<file path="config.mk">
export PLATFORM = sky130hd
export DESIGN_NAME = wildcard_string_match_core
export DESIGN_NICKNAME = d
export VERILOG_FILES = /design/src/sv/wsm_pkg.sv /design/src/sv/wsm_closure.sv /design/src/sv/wsm_cell.sv /design/src/sv/wildcard_string_match_core.sv
export SDC_FILE = /design/constraint.sdc
export NUM_CORES = 2
export LEC_CHECK = 0
export ABC_CLOCK_PERIOD_IN_PS = 5700
export CAP_MARGIN = 15
export CORE_ASPECT_RATIO = 2
export CORE_MARGIN = 1.5
export CORE_UTILIZATION = 60
export CTS_CLUSTER_DIAMETER = 100
export CTS_CLUSTER_SIZE = 10
export DETAILED_ROUTE_END_ITERATION = 16
export DONT_BUFFER_PORTS = 1
export PLACE_DENSITY = 0.78
export SLEW_MARGIN = 10
export SYNTH_ARGS = -nofsm -noshare
export SYNTH_HDL_FRONTEND = slang
export SYNTH_SLANG_ARGS = --single-unit
</file>
<file path="constraint.sdc">
create_clock -name clk_i -period 5.7 [get_ports clk_i]
set_input_delay 0.855 -clock clk_i [delete_from_list [all_inputs] [get_ports clk_i]]
set_output_delay 0.855 -clock clk_i [all_outputs]
set_load 0.01 [all_outputs]
</file>
<file path="src/sv/wsm_pkg.sv">
// ----------------------------------------------------------------------------
// wsm_pkg: shared types and constants for the wildcard string matcher
// Character folding, configuration register indexes, request codes and the
// control and status bundles between the top level and the mask cells.
// ----------------------------------------------------------------------------
package wsm_pkg;

  localparam int unsigned MASK_LEN_DEFAULT = 64;
  localparam int unsigned CHAR_W           = 8;
  localparam int unsigned CFG_IDX_W        = 1;
  localparam int unsigned CFG_DATA_W       = 8;

  localparam logic [CFG_IDX_W-1:0] REG_WILDCARD = 1'b0;
  localparam logic [CFG_IDX_W-1:0] REG_CASE     = 1'b1;

  localparam logic REQ_MASK = 1'b0;
  localparam logic REQ_TEST = 1'b1;

  localparam logic [CHAR_W-1:0] WILD_RESET  = 8'd42;
  localparam logic              CASE_RESET  = 1'b1;
  localparam logic [CHAR_W-1:0] CHAR_LC_A   = 8'h61;
  localparam logic [CHAR_W-1:0] CHAR_LC_Z   = 8'h7a;
  localparam logic [CHAR_W-1:0] CASE_OFFSET = 8'd32;
  localparam logic [CHAR_W-1:0] CHAR_NONE   = 8'd0;

  typedef struct packed {
    logic [CHAR_W-1:0] char_raw;
    logic [CHAR_W-1:0] char_cur;
    logic [CHAR_W-1:0] wild_cur;
    logic [CHAR_W-1:0] wild_nxt;
    logic              case_cur;
    logic              case_nxt;
    logic              clear;
    logic              append;
  } cell_ctrl_t;

  typedef struct packed {
    logic used_eff;
    logic wild_cur;
    logic wild_nxt;
    logic keep;
    logic shift;
    logic act;
  } cell_stat_t;

  function automatic logic [CHAR_W-1:0] fold(input logic [CHAR_W-1:0] c,
                                             input logic              case_sens);
    logic [CHAR_W-1:0] r;
    r = c;
    if (!case_sens && (c inside {[CHAR_LC_A:CHAR_LC_Z]})) begin
      r = c - CASE_OFFSET;
    end
    return r;
  endfunction

endpackage

</file>
<file path="src/sv/wsm_closure.sv">
// ----------------------------------------------------------------------------
// wsm_closure: wildcard closure over the position flags
// Spreads each active flag forward across runs of wildcard positions, using
// the carry chain of one adder (wildcard = propagate, active wildcard = generate).
// ----------------------------------------------------------------------------
module wsm_closure #(
  parameter int unsigned WIDTH = wsm_pkg::MASK_LEN_DEFAULT + 1
) (
  input  logic [WIDTH-1:0] seed_i,
  input  logic [WIDTH-2:0] wild_i,
  output logic [WIDTH-1:0] closed_o
);

  logic [WIDTH-1:0] prop;
  logic [WIDTH-1:0] gen;
  logic [WIDTH-1:0] sum;
  logic [WIDTH-1:0] carry;

  assign prop     = {1'b0, wild_i};
  assign gen      = seed_i & prop;
  assign sum      = prop + gen;
  assign carry    = sum ^ prop ^ gen;
  assign closed_o = seed_i | carry;

endmodule

</file>
<file path="src/sv/wsm_cell.sv">
// ----------------------------------------------------------------------------
// wsm_cell: one mask position of the matcher chain
// Holds one mask byte, its fill bit and the active flag of the position after
// it; compares against the test character and hands flags to its neighbor.
// ----------------------------------------------------------------------------
module wsm_cell (
  input  logic                clk_i,
  input  logic                rst_ni,
  input  wsm_pkg::cell_ctrl_t ctrl_i,
  input  logic                prev_used_i,
  input  logic                a_here_i,
  input  logic                act_d_i,
  output wsm_pkg::cell_stat_t stat_o
);

  logic [wsm_pkg::CHAR_W-1:0] mask_q;
  logic [wsm_pkg::CHAR_W-1:0] mask_d;
  logic                       used_q;
  logic                       used_d;
  logic                       act_q;
  logic                       used_eff;
  logic                       write_en;
  logic [wsm_pkg::CHAR_W-1:0] fold_cur;
  logic [wsm_pkg::CHAR_W-1:0] fold_nxt;
  logic                       wild_cur;

  assign used_eff = used_q & ~ctrl_i.clear;
  assign write_en = ctrl_i.append & prev_used_i & ~used_eff;
  assign used_d   = used_eff | write_en;
  assign mask_d   = write_en ? ctrl_i.char_raw : mask_q;

  assign fold_cur = wsm_pkg::fold(mask_q, ctrl_i.case_cur);
  assign fold_nxt = wsm_pkg::fold(mask_d, ctrl_i.case_nxt);
  assign wild_cur = used_q & (fold_cur == ctrl_i.wild_cur);

  assign stat_o.used_eff = used_eff;
  assign stat_o.wild_cur = wild_cur;
  assign stat_o.wild_nxt = used_d & (fold_nxt == ctrl_i.wild_nxt);
  assign stat_o.keep     = a_here_i & wild_cur;
  assign stat_o.shift    = a_here_i & used_q & ~wild_cur & (fold_cur == ctrl_i.char_cur);
  assign stat_o.act      = act_q;

  always_ff @(posedge clk_i or negedge rst_ni) begin
    if (!rst_ni) begin
      used_q <= 1'b0;
      act_q  <= 1'b0;
    end else begin
      used_q <= used_d;
      act_q  <= act_d_i;
    end
  end

  always_ff @(posedge clk_i) begin
    mask_q <= mask_d;
  end

endmodule

</file>
<file path="src/sv/wildcard_string_match_core.sv">
// ----------------------------------------------------------------------------
// wildcard_string_match_core: anchored wildcard string matcher
// A chain of MASK_LEN cells holds the mask and one active flag per cell.
// ----------------------------------------------------------------------------
// Usage:
//   Input channel (in_valid_i / in_ready_o): one request per character.
//   req_type_i = mask loads a mask character, test streams a test character;
//   last_i closes the mask or the test string. Character 0 adds nothing.
//   Output channel (out_valid_o / out_ready_i): one result per test string,
//   matched_o and mask_error_o, shown the cycle after the last test request.
//   Throughput: one request per cycle, mask or test, when in_ready_o is high.
//   Cycle time is set by the wildcard closure, one carry chain across MASK_LEN + 1
//   positions. Configuration (cfg_we_i, cfg_idx_i, cfg_data_i): index 0 wildcard
//   byte, index 1 case-sensitive compare; takes effect on the next request.
//   Reset: empty mask, no overflow, no result pending, wildcard '*', exact
//   compare; no clearing pass, the chain is ready right away.
//   Stall: a held result keeps in_ready_o equal to out_ready_i; requests that
//   give no result are taken once the result register frees up.
// ----------------------------------------------------------------------------
module wildcard_string_match_core #(
  parameter int unsigned MASK_LEN = wsm_pkg::MASK_LEN_DEFAULT
) (
  input  logic                           clk_i,
  input  logic                           rst_ni,
  input  logic                           in_valid_i,
  output logic                           in_ready_o,
  input  logic                           req_type_i,
  input  logic [wsm_pkg::CHAR_W-1:0]     char_value_i,
  input  logic                           last_i,
  output logic                           out_valid_o,
  input  logic                           out_ready_i,
  output logic                           matched_o,
  output logic                           mask_error_o,
  input  logic                           cfg_we_i,
  input  logic [wsm_pkg::CFG_IDX_W-1:0]  cfg_idx_i,
  input  logic [wsm_pkg::CFG_DATA_W-1:0] cfg_data_i
);

  localparam int unsigned NPOS = MASK_LEN + 1;

  logic [wsm_pkg::CHAR_W-1:0] wild_q;
  logic [wsm_pkg::CHAR_W-1:0] wild_d;
  logic                       case_q;
  logic                       case_d;
  logic                       loading_q;
  logic                       loading_d;
  logic                       started_q;
  logic                       started_d;
  logic                       ovf_q;
  logic                       ovf_d;
  logic                       a0_q;
  logic                       out_valid_q;
  logic                       out_valid_d;
  logic                       matched_q;
  logic                       matched_d;
  logic                       mask_err_q;

  logic                       accept;
  logic                       is_mask;
  logic                       is_test;
  logic                       has_char;
  logic                       take;
  logic                       res_load;
  logic                       empty;
  logic                       full;
  logic                       hit;

  wsm_pkg::cell_ctrl_t        ctrl;
  wsm_pkg::cell_stat_t        stat [MASK_LEN];

  logic [MASK_LEN-1:0]        used_v;
  logic [MASK_LEN-1:0]        wild_cur_v;
  logic [MASK_LEN-1:0]        wild_nxt_v;
  logic [MASK_LEN:0]          used_ext;
  logic [NPOS-1:0]            act_v;
  logic [NPOS-1:0]            f_step;
  logic [NPOS-1:0]            a_step;
  logic [NPOS-1:0]            a_new;
  logic [NPOS-1:0]            a_lead;
  logic [NPOS-1:0]            act_d;
  logic [NPOS-1:0]            end_v;
  logic [NPOS-1:0]            lead_seed;

  assign in_ready_o = ~out_valid_q | out_ready_i;
  assign accept     = in_valid_i & in_ready_o;
  assign is_mask    = accept & (req_type_i == wsm_pkg::REQ_MASK);
  assign is_test    = accept & (req_type_i == wsm_pkg::REQ_TEST);
  assign has_char   = char_value_i != wsm_pkg::CHAR_NONE;
  assign take       = is_test & has_char;
  assign res_load   = is_test & last_i;

  assign wild_d = (cfg_we_i && (cfg_idx_i == wsm_pkg::REG_WILDCARD)) ?
                  cfg_data_i[wsm_pkg::CHAR_W-1:0] : wild_q;
  assign case_d = (cfg_we_i && (cfg_idx_i == wsm_pkg::REG_CASE)) ? cfg_data_i[0] : case_q;

  assign ctrl.char_raw = char_value_i;
  assign ctrl.char_cur = wsm_pkg::fold(char_value_i, case_q);
  assign ctrl.wild_cur = wsm_pkg::fold(wild_q, case_q);
  assign ctrl.wild_nxt = wsm_pkg::fold(wild_d, case_d);
  assign ctrl.case_cur = case_q;
  assign ctrl.case_nxt = case_d;
  assign ctrl.clear    = is_mask & ~loading_q;
  assign ctrl.append   = is_mask & has_char;

  assign used_ext = {used_v, 1'b1};

  for (genvar j = 0; j < MASK_LEN; j++) begin : g_cell
    wsm_cell u_cell (
      .clk_i       (clk_i),
      .rst_ni      (rst_ni),
      .ctrl_i      (ctrl),
      .prev_used_i (used_ext[j]),
      .a_here_i    (act_v[j]),
      .act_d_i     (act_d[j+1]),
      .stat_o      (stat[j])
    );
  end

  always_comb begin
    f_step   = '0;
    act_v    = '0;
    act_v[0] = a0_q;
    for (int j = 0; j < MASK_LEN; j++) begin
      used_v[j]     = stat[j].used_eff;
      wild_cur_v[j] = stat[j].wild_cur;
      wild_nxt_v[j] = stat[j].wild_nxt;
      act_v[j+1]    = stat[j].act;
      f_step[j]     = f_step[j] | stat[j].keep;
      f_step[j+1]   = stat[j].shift;
    end
  end

  assign lead_seed = NPOS'(1);

  wsm_closure #(.WIDTH(NPOS)) u_step_closure (
    .seed_i   (f_step),
    .wild_i   (wild_cur_v),
    .closed_o (a_step)
  );

  wsm_closure #(.WIDTH(NPOS)) u_lead_closure (
    .seed_i   (lead_seed),
    .wild_i   (wild_nxt_v),
    .closed_o (a_lead)
  );

  assign full  = used_v[MASK_LEN-1];
  assign empty = ~used_v[0];
  assign end_v = used_ext & ~{1'b0, used_v};
  assign a_new = take ? a_step : act_v;
  assign hit   = |(a_new & end_v);
  assign act_d = started_d ? a_new : a_lead;

  always_comb begin
    loading_d = loading_q;
    started_d = started_q;
    if (is_mask) begin
      loading_d = ~last_i;
      started_d = 1'b0;
    end else if (is_test) begin
      loading_d = 1'b0;
      started_d = ~last_i;
    end
  end

  assign ovf_d       = (ovf_q & ~ctrl.clear) | (ctrl.append & full);
  assign out_valid_d = res_load | (out_valid_q & ~out_ready_i);
  assign matched_d   = hit & ~empty & ~ovf_q;

  always_ff @(posedge clk_i or negedge rst_ni) begin
    if (!rst_ni) begin
      wild_q      <= wsm_pkg::WILD_RESET;
      case_q      <= wsm_pkg::CASE_RESET;
      loading_q   <= 1'b0;
      started_q   <= 1'b0;
      ovf_q       <= 1'b0;
      a0_q        <= 1'b1;
      out_valid_q <= 1'b0;
    end else begin
      wild_q      <= wild_d;
      case_q      <= case_d;
      loading_q   <= loading_d;
      started_q   <= started_d;
      ovf_q       <= ovf_d;
      a0_q        <= act_d[0];
      out_valid_q <= out_valid_d;
    end
  end

  always_ff @(posedge clk_i) begin
    if (res_load) begin
      matched_q  <= matched_d;
      mask_err_q <= ovf_q;
    end
  end

  assign out_valid_o  = out_valid_q;
  assign matched_o    = matched_q;
  assign mask_error_o = mask_err_q;

endmodule

</file>
==> results of run 1 <==
-- what timing repair did --
action                     CTS
hold buffers                 2
setup endpoints to repair   32
setup buffers               57
resized for setup          192
pin swaps                   98
cloned                       2
hold endpoints to repair   137
-- per-stage QoR --
step | hold slack (ns) | util, % | instance area (um2) | setup slack, ns | TNS, ns
after CTS | 0.217 | 78.8 | 81300 | -0.355 | -0.734
after detailed placement | 0.488 | 75.2 | 77600 | -1.19 | -15.31
after global placement | 0.468 | 75.2 | 77600 | -1.19 | -12.20
after floorplan | 0.453 | - | 62500 | -0.436 | -0.436
-- Yosys cell counts (22+ instances only) --
master,n,area (um2)
xnor2_1,870,7620
xor2_1,633,5540
nor2_1,589,2210
inv_1,556,2090
dfxtp_1,512,10200
nand2_1,505,1900
a21oi_1,479,2400
nor4_1,310,1940
nand4_1,269,1680
o21ai_0,267,1340
nand3_1,247,1240
mux2_2,215,2420
clkbuf_1,181,679
nor3_1,175,876
mux2i_1,160,1600
dfrtp_1,137,3430
ha_1,133,1660
or4_1,119,893
and3_1,111,694
buf_2,109,546
o41ai_1,92,806
a31oi_1,74,463
nor2b_1,74,463
buf_1,66,248
a21o_1,60,450
o31ai_1,59,443
or3_1,56,350
o22ai_1,54,338
nand2b_1,48,300
buf_4,46,345
and2_1,43,269
o31a_1,38,333
or2_2,37,231
nand3b_1,36,270
nor3b_1,32,240
o211ai_1,32,240
a211oi_1,28,210
and4_1,27,236
o21a_1,24,180
a2111oi_0,23,201
a211o_1,23,201
nor4b_1,22,193
o21bai_1,22,165
-- routing by layer --
| layer | global-route usage, % | overflow |
|---|---|---|
| met1 | 76.1 | 2 |
| met2 | 96.8 | 235 |
| met3 | 59.9 | 5 |
| met4 | 82.8 | 186 |
| met5 | 27.8 | 0 |
-- kinds of logic after synthesis --
| group | after synthesis | synth area share (%) |
|---|---|---|
| and+or+nand+nor | 2771 | 23.6 |
| xor gates and xnor gates | 1514 | 21.4 |
| buffers and inverters | 991 | 6.82 |
| adders and majority gates | 133 | 2.67 |
| muxes | 377 | 6.52 |
| AOI/OAI and AO/OA | 1550 | 16.7 |
| DFF | 656 | 22.3 |
==> impl_results.md, run 1 <==
* Mapped Avg Cell Area at 7.79 um2
* Synthesized area at 62,300 um2
* Register area share after synthesis at 22.3%
* Failed at: 5_1_grt
* Post-synth ARST share at 21.6%
* Total track usage at 78.1%
* Syn Nets at 8,149
* Num CTS Buffers at 75
* GP Congestion at 1.19
* Top Ports at 28
* Top_reg_cell synth: dfxtp_1
* First-pass GRT wire length at 623 mm
* Cell Rows at 167
* Effective utilization at floorplan at 60.3%
* Synthesis Warnings at 0
* Clock Sinks at 656
* Number of synthesized register bits at 656
* Buffers on Ports at 0
* CTS Root Cell: clkbuf_16
* Outcome: did not finish
* DP Wirelength at 248 mm
* Die Y at 459 um
* Total grt overflow at 428
* Die Wd at 231 um
* Clock tree buffer depth at 3
* Cell variety after synth at 127
* Post-synthesis instance total at 7,992
* Error msg: [ERROR GRT-0116] Global routing finished with congestion. Check the congestion regions in the DRC Viewer.
* Vias in the first global route at 87,100
* Post-synth EDFFs at 2
* Placed Instances at 10,900
* Largest net degree at the start of global routing at 139
* Number of H-tree levels at 3
==> inputs of run 2 (changes only) <==
--- a/config.mk
+++ b/config.mk
@@ -5,16 +5,13 @@
 export SDC_FILE = /design/constraint.sdc
 export NUM_CORES = 2
 export LEC_CHECK = 0
-export ABC_CLOCK_PERIOD_IN_PS = 5700
+export ABC_CLOCK_PERIOD_IN_PS = 7400
 export CAP_MARGIN = 15
-export CORE_ASPECT_RATIO = 2
 export CORE_MARGIN = 1.5
-export CORE_UTILIZATION = 60
-export CTS_CLUSTER_DIAMETER = 100
-export CTS_CLUSTER_SIZE = 10
+export CORE_UTILIZATION = 40
 export DETAILED_ROUTE_END_ITERATION = 16
 export DONT_BUFFER_PORTS = 1
-export PLACE_DENSITY = 0.78
+export PLACE_DENSITY_LB_ADDON = 0.15
 export SLEW_MARGIN = 10
 export SYNTH_ARGS = -nofsm -noshare
 export SYNTH_HDL_FRONTEND = slang
==> constraint.sdc (replaced) <==
create_clock -name clk_i -period 7.4 [get_ports clk_i]
set_input_delay 1.11 -clock clk_i [delete_from_list [all_inputs] [get_ports clk_i]]
set_output_delay 1.11 -clock clk_i [all_outputs]
set_load 0.01 [all_outputs]
==> impl_results.md, run 2 <==
* Num CTS Buffers at 88 (+17%)
* CP Depth at 22
* Core area at 154,000 um2
* Via count at 64,700
* Post-synth top cells: xnor2_1 (870), xor2_1 (633), nor2_1 (589)
* Effective utilization at floorplan at 40.3% (-20 points)
* Post-synth ARST share at 21.6% (unchanged)
* Hold_ws at 0.0762 ns
* Die Y at 398 um (-13%)
* Post-synth EDFFs at 2 (unchanged)
* Final net count at 8,449
* Routed Antenna Nets at 0
* Slowest cell on the critical path: dfrtp_4
* CP Launch Type: register
* Mapped Avg Cell Area at 7.79 um2 (unchanged)
* Outcome: finished, final reports clean
* Total grt overflow at 0
* Drt drc at 0
* Cell Rows at 144 (-14%)
* Buffers on Ports at 0 (unchanged)
* Skew-Pair Late Insertion Delay at 0.74 ns
* Rel. slew slack at 26.4%
* Area share of the largest cell type after synthesis at 16.5% (unchanged)
* Synthesized area at 62,300 um2 (unchanged)
* Vias per cell at 6.21
* CTS tree: yes
* Crit path time final at 7.28 ns
* Clock Sinks at 656 (unchanged)
* Main area contributors after synthesis: dfxtp_1 (16%), xnor2_1 (12%), xor2_1 (8.9%)
* Routed length per instance at 28.5 um
* R2R Path Start: wild_q[0]$_DFF_PN0_
* CTS Root Cell: clkbuf_16
* Reg clk slew, reported paths at 0.06 ns
* First-pass GRT wire length at 425 mm
* Max_cap viols at 0
* Cell variety after synth at 127 (unchanged)
* Number of synthesized register bits at 656 (unchanged)
* Tcrit/Tclk final at 98.3%
* CP max FO at 24
* Biggest regs: g_cell.u_cell.mask_q (512), g_cell.u_cell.act_q (64), g_cell.u_cell.used_q (64)
* Final hold vios at 0
* Commonest non-fill, non-tap cell in the layout: xnor2_1
* Unrepaired setup endpoints after global routing: false
* Critical Path End Type: register
* Syn Nets at 8,149 (unchanged)
* Peak VDD IR at 190 uV
* Cell with the most instances after synthesis: xnor2_1
* Power per Cell Area at 185 nW/um2
* Most flop-heavy register: g_cell.u_cell.mask_q
* Slew Viols, Final at 0
* Post-synthesis instance total at 7,992 (unchanged)
* Die area at 158,000 um2
* DP Wirelength at 209 mm (-16%)
* Number of H-tree levels at 3 (unchanged)
* Pre-Repair DR Iteration Count at 6
* Reg2Reg Setup Slack at 0.12 ns
* Worst Path Required at 7.95 ns
* Setup crit start: wild_q[0]$_DFF_PN0_
* Hold crit path type: input pin to asynchronous set/reset pin
* Critical path buffers and inverters at 4
* Register area share after synthesis at 22.3% (unchanged)
* Clock tree buffer depth at 3 (unchanged)
* Number of DRC markers in iteration 0 at 6,657
* Hold_buf cts at 0 (-2)
* Most frequent cells in the layout: xnor2_1 (869), xor2_1 (633), nor2_1 (588)
* # fillers at 15,400
* GP Congestion at 1.04 (-13%)
* Largest net degree at the start of global routing at 143
* Crit-path cells: or4_4, o22ai_2, buf_4, o31ai_4, buf_12, xnor2_1, nand3_1, o2111a_1, or3_1, or3_1, or4_1, o31ai_1, a311oi_1, or4b_1, or4_1, nand4_1, a2111oi_1, buf_4, a31oi_1, a2111oi_0, buf_4, a311oi_2
* Critical path type: register to register
* Area growth syn-to-layout at 15.1%
* Leakage at 29.2 nW
* Worst Reg-to-Reg Cells at 22
* Crit-path most repeated cell: buf_4
* Max Fclk at 137 MHz
* Worst setup path end: matched_o$_DFFE_PP_
* Actual slew at the worst max-slew pin at 1.09 ns
* Top_reg_cell synth: dfxtp_1
* Top Ports at 28 (unchanged)
* Drt total wl at 297 mm
* Clock Skew at 0.0414 ns
* Crit path max-delay family: simple AND/OR/NAND/NOR gates
* Cell taking the most area after synthesis: dfxtp_1
* RR Endpoint: matched_o$_DFFE_PP_
* Synthesis Warnings at 0 (unchanged)
* Vias in the first global route at 61,200
* Initial antenna violation count at 15
* Die Wd at 398 um (+72%)
* Slowest stage delay, CP at 0.58 ns
* Total track usage at 36.2%
* Critical Path AT at 7.83 ns
* Endpoints failing setup at 0
* Total Power at 0.0133 W
* Share of layout cells above drive strength 1 at 14.1%
* Max reg flops at 512
[run 2: power by group]
group	internal [W]	total (W)	switching, W
Clock	0.00280	0.00474	0.00194
Combinational	0.00169	0.00441	0.00272
Sequential	0.00377	0.00412	0.000353
Total	0.00826	0.0133	0.00501
[run 2: cell type report]
type / instances / area, um2 / area share, %
antenna: 12 / 30.0 / 0.0419
clock buffer: 133 / 2700 / 3.76
clock inverter: 31 / 420 / 0.586
inverter: 562 / 2110 / 2.95
multi-input combinational: 6346 / 44500 / 62.0
sequential: 656 / 13900 / 19.4
tap: 2044 / 2560 / 3.57
timing repair buffer: 638 / 5500 / 7.67
[run 2: kinds of logic (layout without fill, tap and decap cells)]
logic type | Yosys count | in the layout | synth area share [%]
AO/OA/AOI/OAI | 1550 | 1551 | 16.7
XOR/XNOR | 1514 | 1514 | 21.4
adder cells (fa/ha/maj) | 133 | 133 | 2.67
buffers and inverters | 991 | 1364 | 6.82
flip-flops | 656 | 656 | 22.3
multiplexers | 377 | 377 | 6.52
other | 0 | 12 | 0
AND/OR/NAND/NOR | 2771 | 2771 | 23.6
[run 2: what timing repair did]
item                                    in CTS  in global routing
gates resized for setup                      0                  9
endpoints found under the setup margin       0                  1
setup buffers                                0                 11
[run 2: metrics by stage]
step	setup WS, ns	area, um2	utilization (%)	instances	setup TNS (ns)
after global routing	0.00346	71700	46.4	10400	0
after detailed placement	-0.267	68400	44.3	10200	-0.267
after CTS	0.109	71500	46.3	10400	0
after global placement	-0.178	68400	44.3	10200	-0.178
final	0.123	71700	46.4	10400	0
after floorplan	0.0621	62300	-	7992	0
[run 2: layer usage]
layer	vias up	GRT usage (%)	routed length, um	part of all wire, %
met5	-	0	47	0.016
met1	31600	46.5	122000	41
li1	29300	-	-	-
met4	8	18.6	18200	6.1
met2	3059	57.7	131000	44
met3	773	6.60	25100	8.5
[run 2: worst min-delay path by stage]
stage	endpoint	startpoint	slack (ns)
floorplan	g_cell[23].u_cell.mask_q[7]$_DFF_P_	g_cell[23].u_cell.mask_q[7]$_DFF_P_	0.45
global placement	g_cell[23].u_cell.mask_q[7]$_DFF_P_	g_cell[23].u_cell.mask_q[7]$_DFF_P_	0.48
detailed placement	g_cell[23].u_cell.mask_q[7]$_DFF_P_	g_cell[23].u_cell.mask_q[7]$_DFF_P_	0.48
CTS	g_cell[34].u_cell.used_q$_DFF_PN0_	rst_ni	0.04
global route	g_cell[33].u_cell.used_q$_DFF_PN0_	rst_ni	0.05
finish	g_cell[34].u_cell.used_q$_DFF_PN0_	rst_ni	0.08
Power figures use the tool's default switching activity.
